[src/hdl/dbsf_pkg.sv]
package dbsf_pkg;

  localparam logic [7:0] CHR_DLE = 8'h10;
  localparam logic [7:0] CHR_STX = 8'h02;
  localparam logic [7:0] CHR_ETX = 8'h03;

  localparam int DBSF_QUEUE_DEPTH = 2;

  typedef struct packed {
    logic [7:0] data;
    logic       open;
    logic       dle;
    logic       last;
    logic [7:0] bcc;
  } dbsf_cmd_t;

  typedef struct packed {
    logic full;
    logic empty;
  } dbsf_q_status_t;

  typedef enum logic [2:0] {
    PH_IDLE,
    PH_OPEN_DLE,
    PH_OPEN_STX,
    PH_STUFF,
    PH_DATA,
    PH_CLOSE_DLE,
    PH_CLOSE_ETX,
    PH_BCC
  } phase_t;

endpackage

[src/hdl/dbsf_front.sv]
module dbsf_front (
  input  logic                       clk,
  input  logic                       rst,
  input  logic                       s_valid,
  output logic                       s_ready,
  input  logic [7:0]                 s_data,
  input  logic                       s_last,
  input  dbsf_pkg::dbsf_q_status_t   q_status,
  output logic                       push,
  output dbsf_pkg::dbsf_cmd_t        push_cmd
);
  import dbsf_pkg::*;

  logic       frame_open;
  logic       frame_open_next;
  logic [7:0] check_accum;
  logic [7:0] check_accum_next;
  logic [7:0] sum;

  assign s_ready = !q_status.full;
  assign push    = s_valid && s_ready;

  always_comb begin
    sum = (frame_open ? check_accum : 8'h00) ^ s_data;
    push_cmd.data = s_data;
    push_cmd.open = !frame_open;
    push_cmd.dle  = (s_data == CHR_DLE);
    push_cmd.last = s_last;
    push_cmd.bcc  = sum ^ CHR_ETX;
    frame_open_next  = frame_open;
    check_accum_next = check_accum;
    if (push) begin
      frame_open_next  = !s_last;
      check_accum_next = s_last ? 8'h00 : sum;
    end
  end

  always_ff @(posedge clk) begin
    if (rst) begin
      frame_open  <= 1'b0;
      check_accum <= 8'h00;
    end else begin
      frame_open  <= frame_open_next;
      check_accum <= check_accum_next;
    end
  end

endmodule

[src/hdl/dbsf_queue.sv]
module dbsf_queue #(
  parameter int DEPTH = dbsf_pkg::DBSF_QUEUE_DEPTH
) (
  input  logic                       clk,
  input  logic                       rst,
  input  logic                       push,
  input  dbsf_pkg::dbsf_cmd_t        push_cmd,
  input  logic                       pop,
  output dbsf_pkg::dbsf_cmd_t        head,
  output dbsf_pkg::dbsf_q_status_t   status
);
  import dbsf_pkg::*;

  localparam int PTR_W = $clog2(DEPTH);
  localparam int CNT_W = $clog2(DEPTH + 1);

  dbsf_cmd_t          slots [DEPTH];
  logic [PTR_W-1:0]   wr_ptr;
  logic [PTR_W-1:0]   rd_ptr;
  logic [CNT_W-1:0]   count;
  logic               do_push;
  logic               do_pop;

  assign status.full  = (count == CNT_W'(DEPTH));
  assign status.empty = (count == '0);
  assign do_push      = push && !status.full;
  assign do_pop       = pop && !status.empty;
  assign head         = slots[rd_ptr];

  always_ff @(posedge clk) begin
    if (do_push) begin
      slots[wr_ptr] <= push_cmd;
    end
  end

  always_ff @(posedge clk) begin
    if (rst) begin
      wr_ptr <= '0;
      rd_ptr <= '0;
      count  <= '0;
    end else begin
      if (do_push) begin
        wr_ptr <= (wr_ptr == PTR_W'(DEPTH - 1)) ? '0 : wr_ptr + 1'b1;
      end
      if (do_pop) begin
        rd_ptr <= (rd_ptr == PTR_W'(DEPTH - 1)) ? '0 : rd_ptr + 1'b1;
      end
      if (do_push && !do_pop) begin
        count <= count + 1'b1;
      end else if (do_pop && !do_push) begin
        count <= count - 1'b1;
      end
    end
  end

endmodule

[src/hdl/dbsf_back.sv]
module dbsf_back (
  input  logic                       clk,
  input  logic                       rst,
  input  dbsf_pkg::dbsf_cmd_t        head,
  input  dbsf_pkg::dbsf_q_status_t   q_status,
  output logic                       pop,
  output logic                       m_valid,
  input  logic                       m_ready,
  output logic [7:0]                 m_data,
  output logic                       m_last,
  output logic                       m_eof
);
  import dbsf_pkg::*;

  phase_t     phase;
  phase_t     phase_next;
  dbsf_cmd_t  cmd;
  logic       advance;
  logic       emit;
  logic [7:0] emit_byte;
  logic       emit_run_end;
  logic       emit_eof;

  function automatic phase_t start_phase(input dbsf_cmd_t c);
    if (c.open) begin
      return PH_OPEN_DLE;
    end
    return c.dle ? PH_STUFF : PH_DATA;
  endfunction

  assign advance = !m_valid || m_ready;
  assign emit    = (phase != PH_IDLE) && advance;

  // byte and flags for the current phase
  always_comb begin
    emit_byte    = cmd.data;
    emit_run_end = 1'b0;
    emit_eof     = 1'b0;
    case (phase)
      PH_OPEN_DLE:  emit_byte = CHR_DLE;
      PH_OPEN_STX:  emit_byte = CHR_STX;
      PH_STUFF:     emit_byte = CHR_DLE;
      PH_DATA: begin
        emit_byte    = cmd.data;
        emit_run_end = !cmd.last;
      end
      PH_CLOSE_DLE: emit_byte = CHR_DLE;
      PH_CLOSE_ETX: emit_byte = CHR_ETX;
      PH_BCC: begin
        emit_byte    = cmd.bcc;
        emit_run_end = 1'b1;
        emit_eof     = 1'b1;
      end
      default:      emit_byte = cmd.data;
    endcase
  end

  always_comb begin
    pop        = 1'b0;
    phase_next = phase;
    if (phase == PH_IDLE) begin
      if (!q_status.empty) begin
        pop        = 1'b1;
        phase_next = start_phase(head);
      end
    end else if (advance) begin
      if (emit_run_end) begin
        if (!q_status.empty) begin
          pop        = 1'b1;
          phase_next = start_phase(head);
        end else begin
          phase_next = PH_IDLE;
        end
      end else begin
        case (phase)
          PH_OPEN_DLE:  phase_next = PH_OPEN_STX;
          PH_OPEN_STX:  phase_next = cmd.dle ? PH_STUFF : PH_DATA;
          PH_STUFF:     phase_next = PH_DATA;
          PH_DATA:      phase_next = PH_CLOSE_DLE;
          PH_CLOSE_DLE: phase_next = PH_CLOSE_ETX;
          PH_CLOSE_ETX: phase_next = PH_BCC;
          default:      phase_next = PH_IDLE;
        endcase
      end
    end
  end

  always_ff @(posedge clk) begin
    if (rst) begin
      phase   <= PH_IDLE;
      m_valid <= 1'b0;
    end else begin
      phase <= phase_next;
      if (emit) begin
        m_valid <= 1'b1;
      end else if (m_ready) begin
        m_valid <= 1'b0;
      end
    end
  end

  always_ff @(posedge clk) begin
    if (pop) begin
      cmd <= head;
    end
    if (emit) begin
      m_data <= emit_byte;
      m_last <= emit_run_end;
      m_eof  <= emit_eof;
    end
  end

endmodule

[src/hdl/dle_byte_stuffing_framer_bcc_unit.sv]
// DLE/STX/ETX byte-stuffing framer with XOR check byte.
// Input stream: s_axis_tdata carries one payload byte, s_axis_tlast marks
// the final payload byte of a frame. Output stream: m_axis_tdata carries one
// line byte, m_axis_tlast closes the run of bytes for one input transfer,
// m_axis_tuser flags the check byte that ends a frame.
// A frame opens with DLE STX, a DLE payload byte goes out twice, and the
// frame closes with DLE ETX and the XOR of all payload bytes and ETX.
// The front end tracks frame state and the running check and queues one
// command per input; the back end sequences the line bytes, one per cycle while the receiver takes them.
// Each input byte yields one to seven line bytes (typically one inside a
// frame); the back-end output register sets the pace. An input byte passes
// through the queue, the phase register and the output register on its way out.
// With QUEUE_DEPTH commands buffered the input keeps accepting while the
// back end works through earlier bytes.
// Reset clears frame state, the check, the queue and the output valid.
// When the receiver stalls the output transfer holds, the back end stops,
// and the input stalls once the queue is full; nothing is dropped.
module dle_byte_stuffing_framer_bcc_unit #(
  parameter int QUEUE_DEPTH = dbsf_pkg::DBSF_QUEUE_DEPTH
) (
  input  logic       clk,
  input  logic       rst,
  input  logic       s_axis_tvalid,
  output logic       s_axis_tready,
  input  logic [7:0] s_axis_tdata,   // [7:0] payload_byte
  input  logic       s_axis_tlast,   // last_in_frame
  output logic       m_axis_tvalid,
  input  logic       m_axis_tready,
  output logic [7:0] m_axis_tdata,   // [7:0] line_byte
  output logic       m_axis_tlast,   // end_of_run
  output logic       m_axis_tuser    // end_of_frame
);
  import dbsf_pkg::*;

  dbsf_q_status_t q_status;
  dbsf_cmd_t      push_cmd;
  dbsf_cmd_t      head;
  logic           push;
  logic           pop;

  dbsf_front u_front (
    .clk      (clk),
    .rst      (rst),
    .s_valid  (s_axis_tvalid),
    .s_ready  (s_axis_tready),
    .s_data   (s_axis_tdata),
    .s_last   (s_axis_tlast),
    .q_status (q_status),
    .push     (push),
    .push_cmd (push_cmd)
  );

  dbsf_queue #(
    .DEPTH (QUEUE_DEPTH)
  ) u_queue (
    .clk      (clk),
    .rst      (rst),
    .push     (push),
    .push_cmd (push_cmd),
    .pop      (pop),
    .head     (head),
    .status   (q_status)
  );

  dbsf_back u_back (
    .clk      (clk),
    .rst      (rst),
    .head     (head),
    .q_status (q_status),
    .pop      (pop),
    .m_valid  (m_axis_tvalid),
    .m_ready  (m_axis_tready),
    .m_data   (m_axis_tdata),
    .m_last   (m_axis_tlast),
    .m_eof    (m_axis_tuser)
  );

endmodule

[config.mk]
export PLATFORM = sky130hd
export DESIGN_NAME = dle_byte_stuffing_framer_bcc_unit
export DESIGN_NICKNAME = d
export VERILOG_FILES = /design/src/hdl/dbsf_pkg.sv /design/src/hdl/dbsf_front.sv /design/src/hdl/dbsf_queue.sv /design/src/hdl/dbsf_back.sv /design/src/hdl/dle_byte_stuffing_framer_bcc_unit.sv
export SDC_FILE = /design/constraint.sdc
export NUM_CORES = 1
export LEC_CHECK = 0
export BUFFER_PORTS_ARGS = -buffer_cell sky130_fd_sc_hd__buf_2
export CORE_AREA = 2 2 96 98
export DETAILED_ROUTE_END_ITERATION = 10
export DIE_AREA = 0 0 98 100
export GPL_ROUTABILITY_DRIVEN = 0
export GPL_TIMING_DRIVEN = 0
export PLACE_DENSITY = 0.63
export SLEW_MARGIN = 30
export SYNTH_ARGS = -nofsm -noshare
export SYNTH_HDL_FRONTEND = slang
export SYNTH_SLANG_ARGS = --single-unit
[constraint.sdc]
create_clock -name clk -period 2.99 [get_ports clk]
set_input_delay 0.4485 -clock clk [delete_from_list [all_inputs] [get_ports clk]]
set_output_delay 0.4485 -clock clk [all_outputs]
set_load 0.03 [all_outputs]
==> run summary, run 1 <==
Total count of hold-check failures in the final report: 0
Async set-reset flop share out of synthesis: 0%
# hold bufs at CTS: 0
CTS sink cnt: 84
Sequential fraction of the synthesis area: 68.7%
Largest net degree at the start of global routing: 15
CTS tree: built
Clock-pin transition on the worst setup and hold timing paths: 80 ps
Post-DR wirelength/cell: 13.6 um
DRT Pass-1 Iters: 4
CP Capture Type: flop
Share of the synthesized area in the top cell type: 58.1%
WS Path Type: flop to flop
Antenna violations before repair: 0
Fin crit share: 74.2%
Worst-Margin Slew: 792 ps
# IOs: 25
Met2 wire length: 2500 um
Top cells by count, synth: edfxtp_1, nor2_1, dfxtp_1, mux2_2, nand2_1
WP buf/inv: 0
Share of cells above drive strength 1: 30.7%
Core area: 8890 sq um
Die ar.: 9800 sq um
WL final: 5320 um
Grt total ovfl: 0
Synthesized Nets: 251
Wl on met1: 2490 um
CP max stage cell: or3_4
FF+latch area: 2340 sq um
Avg Inst Size Synth: 14.4 sq um
Total CTS buffers: 9
Final setup viols: 0
Area of the multi-input gates: 991 sq um
Nets@finish: 289
Synth area leader: edfxtp_1
Clk_lat worst skew: 350 ps
VDD IR-drop max: 0.000318 V
Library cells used by synthesis: 49
First-pass GRT wire length: 8640 um
Cell area power density: 947 nW/um^2
Number of synthesized flops with an enable pin: 66
Yosys reg bits: 84
Hold WC Path Type: input port to flop
H-Tree Depth: 3
Largest cells by area after synthesis: edfxtp_1, dfxtp_1, mux2_2
Detail Route Antenna Nets: 0
# fillers: 826
MaxCap Viol Count: 0
Drc violations: 0
Port Buffers: 24
Slew Viols, Final: 0
Crit path max-delay family: simple AND/OR/NAND/NOR gates
CTS Buffer Depth: 2
Mapped Area: 3410 sq um
Most frequent cell after synthesis: edfxtp_1
Fin util: 43.6%
Startpoint type of the worst setup path: flop
Crit path time final: 2220 ps
# rows: 35
Relative slew slack: 47.0%
Hpwl dp: 3780 um
Post-cts resize count: 0
Iter 0 DRT Violations: 117
CP required: 3260 ps
Vias in the first global route: 1756
Synth warn: 0
Area Growth Syn to Fin: 13.6%
Antenna diodes: 0
Setup TNS: 0 ps
Worst EP arrival: 2490 ps
CP max stage delay: 440 ps
Max frequency: 451 MHz
Leak Pwr: 0.00133 uW
Starting Density: 38.4%
Worst Skew: 8.08 ps
Met3 Routed Length: 220 um
Synth Instances: 237
Global Route Usage Sum: 11.6%
Top Layer Used: met4
Via count: 1894
Die height: 100 um
Dominant synthesized flop cell: edfxtp_1
Vias/cell: 4.84
Largest fanout on the critical path: 5
Status: completed
Post-CTS setup buffer count: 0
Crit-path cells: or3_4 > a21boi_4 > nand2_1 > a21o_1 > ha_1 > or3_1 > a21oi_1
RSZ-0062 raised after global routing: false
Die width: 98 um
CTS root buf: clkbuf_8
[per-stage QoR]
step	hold WS [ps]	total power [uW]	setup WS, ps	cell area [sq um]	instances
after global routing	316	3880	663	3870	391
final	337	3670	773	3870	391
after CTS	319	3720	770	3870	391
after global placement	490	2970	299	3670	372
after floorplan	480	2720	621	3410	237
after detailed placement	505	3030	799	3710	375
[routing by layer]
metal,track usage [%],vias up
met3,3.48,9
met4,6.52,0
met2,17.8,37
met5,0,-
li1,-,958
met1,14.8,890
[path summary, 6_finish.rpt]
check	from	end	cells after the start	slack, ps
worst max-delay path	u_back.phase[0]$_SDFFE_PP0P_	u_queue.count[1]$_SDFFE_PP0P_	7	770
worst min-delay path	s_axis_tdata[0]	u_queue.slots[0][11]$_DFFE_PP_	1	340
worst max register to register	u_back.phase[0]$_SDFFE_PP0P_	u_queue.count[1]$_SDFFE_PP0P_	7	770
worst min register to register	u_front.check_accum[5]$_SDFFE_PP0P_	u_front.check_accum[5]$_SDFFE_PP0P_	2	520
[where the power goes]
part,internal [uW],leakage [uW],total (uW),switching [uW]
sequential,1690,0.000767,1800,112
combinational,440,0.000485,1180,740
clock,295,0.0000744,685,390
total,2430,0.00133,3670,1240
[state kept, by name (all words and copies together) (netlist names), named ones only]
register             count
u_queue.rd_ptr           1
u_back.phase             3
u_front.check_accum      8
u_front.frame_open       1
u_back.m_eof             1
u_back.m_valid           1
u_back.cmd              18
u_queue.slots           38
u_queue.count            2
u_back.m_data            8
u_queue.wr_ptr           1
u_back.m_last            1
[cells by family after synthesis]
| kind of cell | Yosys count | synth area share [%] |
|---|---|---|
| adders and majority gates | 1 | 0.367 |
| xor gates and xnor gates | 11 | 2.82 |
| and+or+nand+nor | 62 | 9.76 |
| AOI/OAI and AO/OA | 44 | 9.94 |
| DFF | 84 | 68.7 |
| buffers and inverters | 17 | 2.53 |
| muxes | 18 | 5.91 |
[layout make-up]
class / count / area share, %
buffer: 9 / 1.45
clock buffer: 9 / 3.20
clock inverter: 7 / 1.10
inverter: 8 / 0.775
multi-input combinational: 136 / 25.6
sequential: 84 / 60.4
tap: 111 / 3.58
timing repair buffer: 27 / 3.87
[cell usage in the layout (no fill, tap or decap), types with 5 or more instances in the layout]
master    count
dfxtp_1      18
o21ai_1       5
inv_1         5
a21oi_1       9
a22oi_1       6
nand2_1      16
xnor2_1       7
nor2_1       21
mux2_2       17
edfxtp_1     66
clkbuf_8      9
a22o_1        5
buf_2        27
(Power assumes the default switching activity.)
==> inputs of run 2 (changes only) <==
Clock period 2.99 ns to 2.25 ns, I/O delays scaled along.
==> run summary, run 2 (synthesis gave the netlist of run 1 again) <==
Worst-Margin Slew: 920 ps (+128 ps)
Die width: 98 um (unchanged)
WS Path Type: flop to flop
VDD IR-drop max: 0.000447 V (+41%)
Final Cell Area: 3890 sq um (+0.36%)
WP buf/inv: 0 (unchanged)
Met1 GRT Util: 15.1% (+0.31 points)
Port Buffers: 24 (unchanged)
Grt total ovfl: 0 (unchanged)
Fin util: 43.7% (+0.15 points)
Worst Skew: 9.79 ps (+1.71 ps)
Total CTS buffers: 9 (unchanged)
First-pass GRT wire length: 8840 um (+2.3%)
CTS root buf: clkbuf_8
Antenna violations before repair: 0 (unchanged)
Vias in the first global route: 1800 (+2.5%)
Nets@finish: 287 (-0.69%)
Slew Viols, Final: 0 (unchanged)
CTS tree: built
Top flop regs: u_queue.slots: 38 flops, u_back.cmd: 18 flops
RSZ-0062 raised after global routing: true
Largest net degree at the start of global routing: 20 (+5)
Reg with most FFs: u_queue.slots
DRT Pass-1 Iters: 4 (unchanged)
Most frequent cells in the layout: edfxtp_1, buf_2, nor2_1, mux2_2, dfxtp_1
Hold WC Path Type: input port to flop
Area Growth Syn to Fin: 14.0%
GRT busiest layer: met2
Met3 usage: 2.99% (-0.49 points)
Hold WS: 231 ps (-106 ps)
Share of cells above drive strength 1: 30.9% (+0.22 points)
FF+latch area: 2340 sq um (about the same)
Detail Route Antenna Nets: 0 (unchanged)
H-Tree Depth: 3 (unchanged)
# fillers: 806 (-2.4%)
Drc violations: 0 (unchanged)
CTS sink cnt: 84 (unchanged)
Core area: 8890 sq um (unchanged)
Antenna diodes: 0 (unchanged)
Post-DR wirelength/cell: 13.8 um (+1.7%)
Startpoint type of the worst setup path: flop
CP Capture Type: flop
Largest fanout on the critical path: 18 (+13)
Max frequency: 456 MHz (+1.0%)
# IOs: 25 (unchanged)
Starting Density: 38.4% (unchanged)
Vias/cell: 4.84 (-0.12%)
Relative slew slack: 38.6% (-8.3 points)
Hpwl dp: 3730 um (-1.3%)
# rows: 35 (unchanged)
Die height: 100 um (unchanged)
Iter 0 DRT Violations: 132 (+13%)
Clock-pin transition on the worst setup and hold timing paths: 80 ps (about the same)
CP max stage delay: 720 ps (+280 ps)
Cell area power density: 1280 nW/um^2 (+36%)
Commonest non-fill, non-tap cell in the layout: edfxtp_1
Max reg flops: 38 (unchanged)
Crit-path cells: or3_4 > a21boi_4 > nand2_1 > a21oi_2
Clk_lat worst skew: 340 ps (about the same)
Worst EP arrival: 2160 ps (-330 ps)
MaxCap Viol Count: 0 (unchanged)
Crit path time final: 2190 ps (-22.3 ps)
CP max stage cell: a21oi_2
Area of the multi-input gates: 1000 sq um (+1.0%)
Status: completed
Placed Area: 3690 sq um (-0.54%)
Global Route Usage Sum: 11.7% (+0.088 points)
Crit path max-delay family: compound AO/OA/AOI/OAI gates
Setup TNS: 0 ps (unchanged)
CTS Buffer Depth: 2 (unchanged)
CP required: 2220 ps (-1040 ps)
Die ar.: 9800 sq um (unchanged)
Fin crit share: 97.5% (+23 points)
Final setup viols: 0 (unchanged)
Met2 GRT Util: 18.3% (+0.53 points)
WL final: 5380 um (+1.2%)
Tot Pwr: 4990 uW (+36%)
Via count: 1882 (-0.63%)
# hold bufs at CTS: 0 (unchanged)
Total count of hold-check failures in the final report: 0 (unchanged)
Leak Pwr: 0.00134 uW (+0.73%)
==> run 2: worst reg2reg max path: stages (launching register included) <==
cell and delay [ps]:
edfxtp_1 410, or3_4 390, a21boi_4 200, nand2_1 100, a21oi_2 720
==> run 2: stage by stage <==
stage,cells,setup slack [ps]
after global routing,389,-51.9
after floorplan,237,111
final,389,55.1
after detailed placement,372,21.4
after global placement,372,-322
after CTS,388,7.06
==> run 2: cell type report <==
type	count	share of cell area, %
clock inverters	6	1.64
repair buffers	25	3.28
flip-flops and latches	84	60.3
inverters	8	0.772
multi-input cells	136	25.7
well taps	111	3.57
clock buffers	10	3.28
plain buffers	9	1.45
==> run 2: repair_timing <==
item / CTS / global route
setup buffers: 0 / 1
resized for setup: 0 / 1
setup endpoints to repair: 0 / 19
==> run 2: layer usage <==
metal | wire length (um) | part of all wire [%] | vias up
met5 | 0 | 0 | -
met4 | 95 | 1.8 | 0
met3 | 215 | 4.0 | 8
met2 | 2570 | 48 | 35
met1 | 2500 | 46 | 889
li1 | - | - | 950
==> run 2: final timing paths <==
| path | start | to | slack, ps | depth (start not counted) |
|---|---|---|---|---|
| worst min register to register | u_front.check_accum[7]$_SDFFE_PP0P_ | u_front.check_accum[7]$_SDFFE_PP0P_ | 520 | 2 |
| worst min-delay path | s_axis_tdata[5] | u_queue.slots[1][16]$_DFFE_PP_ | 230 | 1 |
| worst max-delay path | u_back.cmd[8]$_DFFE_PP_ | u_back.cmd[2]$_DFFE_PP_ | 60 | 4 |
| worst max register to register | u_back.cmd[8]$_DFFE_PP_ | u_back.cmd[2]$_DFFE_PP_ | 60 | 4 |
==> run 2: power breakdown <==
part           total [uW]  switching (uW)  internal (uW)
Combinational        1560             994            563
Sequential           2400             147           2250
Clock                1040             521            514
Total                4990            1660           3330
==> inputs of run 3 (changes only) <==
--- a/config.mk
+++ b/config.mk
@@ -8,9 +8,10 @@
 export BUFFER_PORTS_ARGS = -buffer_cell sky130_fd_sc_hd__buf_2
 export CORE_AREA = 2 2 96 98
+export CTS_BUF_LIST = sky130_fd_sc_hd__clkbuf_4 sky130_fd_sc_hd__clkbuf_8
 export DETAILED_ROUTE_END_ITERATION = 10
 export DIE_AREA = 0 0 98 100
 export GPL_ROUTABILITY_DRIVEN = 0
 export GPL_TIMING_DRIVEN = 0
-export PLACE_DENSITY = 0.63
+export PLACE_DENSITY_LB_ADDON = 0.1
 export SLEW_MARGIN = 30
 export SYNTH_ARGS = -nofsm -noshare
==> constraint.sdc (replaced) <==
create_clock -name clk -period 2.25 [get_ports clk]
set_input_delay 0.45 -clock clk [delete_from_list [all_inputs] [get_ports clk]]
set_output_delay 0.45 -clock clk [all_outputs]
set_load 0.03 [all_outputs]
==> run summary, run 3 (synthesis gave the netlist of run 1 again) <==
Placed Area: 3690 sq um (unchanged)
Detail Route Antenna Nets: 0 (unchanged)
Die width: 98 um (unchanged)
Share of cells above drive strength 1: 33.2% (+2.3 points)
Vias in the first global route: 1755 (-2.5%)
RSZ-0062 raised after global routing: true
Non-filler instance count after layout: 391 (+0.51%)
Setup TNS: 0 ps (unchanged)
Max reg flops: 38 (unchanged)
Iter 0 DRT Violations: 58 (-56%)
Area Growth Syn to Fin: 15.7%
Total CTS buffers: 9 (unchanged)
FF+latch area: 2340 sq um (unchanged)
Cell area power density: 1300 nW/um^2 (+1.2%)
Crit path time final: 2210 ps (+12.3 ps)
Die ar.: 9800 sq um (unchanged)
CTS sink cnt: 84 (unchanged)
R2R Setup Slk: 40 ps (about the same)
Largest net degree at the start of global routing: 20 (unchanged)
Worst EP arrival: 2490 ps (+330 ps)
Port Buffers: 24 (unchanged)
DRT Pass-1 Iters: 4 (unchanged)
Placed cells: 372 (unchanged)
WL final: 5720 um (+6.3%)
# rows: 35 (unchanged)
Status: completed
Sw Share: 34.0% (+0.67 points)
Worst-Margin Slew: 792 ps (-128 ps)
Drc violations: 0 (unchanged)
CTS root buf: clkbuf_8
Max frequency: 453 MHz (-0.56%)
Via count: 1937 (+2.9%)
Hpwl dp: 3940 um (+5.5%)
Slew Viols, Final: 0 (unchanged)
Antenna diodes: 0 (unchanged)
Area of the multi-input gates: 1030 sq um (+2.6%)
Hold WS: 339 ps (+108 ps)
Hold_sp: s_axis_tdata[5]
Final Cell Area: 3950 sq um (+1.4%)
Clock power share: 21.5% (+0.8 points)
Reg with most FFs: u_queue.slots
CTS Buffer Depth: 2 (unchanged)
Leak Pwr: 0.00135 uW (+1.1%)
Reg-to-Reg End: u_queue.count[1]$_SDFFE_PP0P_
Clk_lat worst skew: 350 ps (about the same)
Hold endpoint: u_queue.slots[0][16]$_DFFE_PP_
Startpoint type of the worst setup path: flop
Post-DR wirelength/cell: 14.6 um (+5.7%)
First-pass GRT wire length: 9110 um (+3.1%)
Nets@finish: 289 (+0.70%)
Commonest non-fill, non-tap cell in the layout: edfxtp_1
Relative slew slack: 47.0% (+8.4 points)
Starting Density: 38.4% (unchanged)
Reg2Reg Depth: 8 (+4)
Fin crit share: 98.1% (+0.55 points)
Combinational share of power: 31.7% (+0.5 points)
# hold bufs at CTS: 0 (unchanged)
Largest fanout on the critical path: 5 (-13)
Total count of hold-check failures in the final report: 0 (unchanged)
Share of power burned in registers: 46.8% (-1.3 points)
Most frequent cells in the layout: edfxtp_1, buf_2, nor2_1, mux2_2, dfxtp_1
# IOs: 25 (unchanged)
VDD IR-drop max: 0.000435 V (-2.5%)
CTS tree: built
Top flop regs: u_queue.slots: 38 flops, u_back.cmd: 18 flops
Reg2reg start: u_back.cmd[8]$_DFFE_PP_
NetSw: 1740 uW (+4.7%)
WS Path Type: flop to flop
Worst Skew: 6.49 ps (-3.30 ps)
MaxCap Viol Count: 0 (unchanged)
Antenna violations before repair: 0 (unchanged)
Int Pwr: 3380 uW (+1.6%)
Hold path depth: 1 (unchanged)
Final setup viols: 0 (unchanged)
Core area: 8890 sq um (unchanged)
H-Tree Depth: 3 (unchanged)
CP required: 2530 ps (+310 ps)
Grt total ovfl: 0 (unchanged)
Global Route Usage Sum: 12.3% (+0.60 points)
Die height: 100 um (unchanged)
# fillers: 822 (+2.0%)
Vias/cell: 4.95 (+2.4%)
Hold WC Path Type: input port to flop
CP Capture Type: flop
Clock-pin transition on the worst setup and hold timing paths: 90 ps (about the same)
## run 3: layout make-up
type	instances	area share, %
timing repair buffer	27	3.62
inverter	8	0.761
buffer	9	1.43
clock buffer	9	3.14
sequential	84	59.4
tap	111	3.52
multi-input combinational	136	26.0
clock inverter	7	2.09
## run 3: power groups by stage
stage	logic (uW)	registers, uW	clock network [uW]
finish	1620	2400	1100
global route	1780	2450	1190
CTS	1590	2400	1140
detailed placement	1570	2440	0
global placement	1560	2430	0
floorplan	994	2620	0
## run 3: metal layers
metal	vias up	global-route usage (%)	part of all wire, %
met2	34	18.3	45
li1	956	-	-
met3	10	2.51	3.5
met4	0	6.73	2.3
met1	937	17.0	49
met5	-	0	0
## run 3: metrics by stage
| stage | worst slack [ps] | util, % | total power [uW] |
|---|---|---|---|
| finish | 42.8 | 44.4 | 5120 |
| floorplan | 111 | - | 3620 |
| global route | -21.6 | 44.4 | 5420 |
| global placement | -430 | 41.3 | 3990 |
| CTS | -4.99 | 43.9 | 5130 |
| detailed placement | -14.3 | 41.5 | 4010 |
## run 3: timing repair
action	4_1_cts	5_1_grt
resized for setup	1	4
pin swaps	0	5
endpoints found under the setup margin	18	1
cloned	0	0
buffers inserted	0	3
## run 3: critical path, cell delays in order, from the launching register on
cell      delay [ps]
edfxtp_1         400
or3_4            420
a21boi_4         250
nand2_2           80
a21o_1           190
ha_4             160
xor2_1           140
or3_1            370
a21oi_2          110
## run 3: how the worst max path moves through the flow
stage                                             start                            end  slack (ps)  cells past startpoint
final                           u_back.cmd[8]$_DFFE_PP_  u_queue.count[1]$_SDFFE_PP0P_          40                      8
after global routing            u_back.cmd[8]$_DFFE_PP_  u_queue.count[1]$_SDFFE_PP0P_         -20                      8
after CTS                  u_back.phase[0]$_SDFFE_PP0P_  u_queue.count[1]$_SDFFE_PP0P_          -5                      7
after detailed placement   u_back.phase[0]$_SDFFE_PP0P_       u_back.cmd[16]$_DFFE_PP_         -10                      4
after global placement    u_queue.count[0]$_SDFFE_PP0P_  u_queue.slots[1][9]$_DFFE_PP_        -430                      5
after floorplan           u_queue.count[1]$_SDFFE_PP0P_  u_queue.slots[0][0]$_DFFE_PP_         110                      5
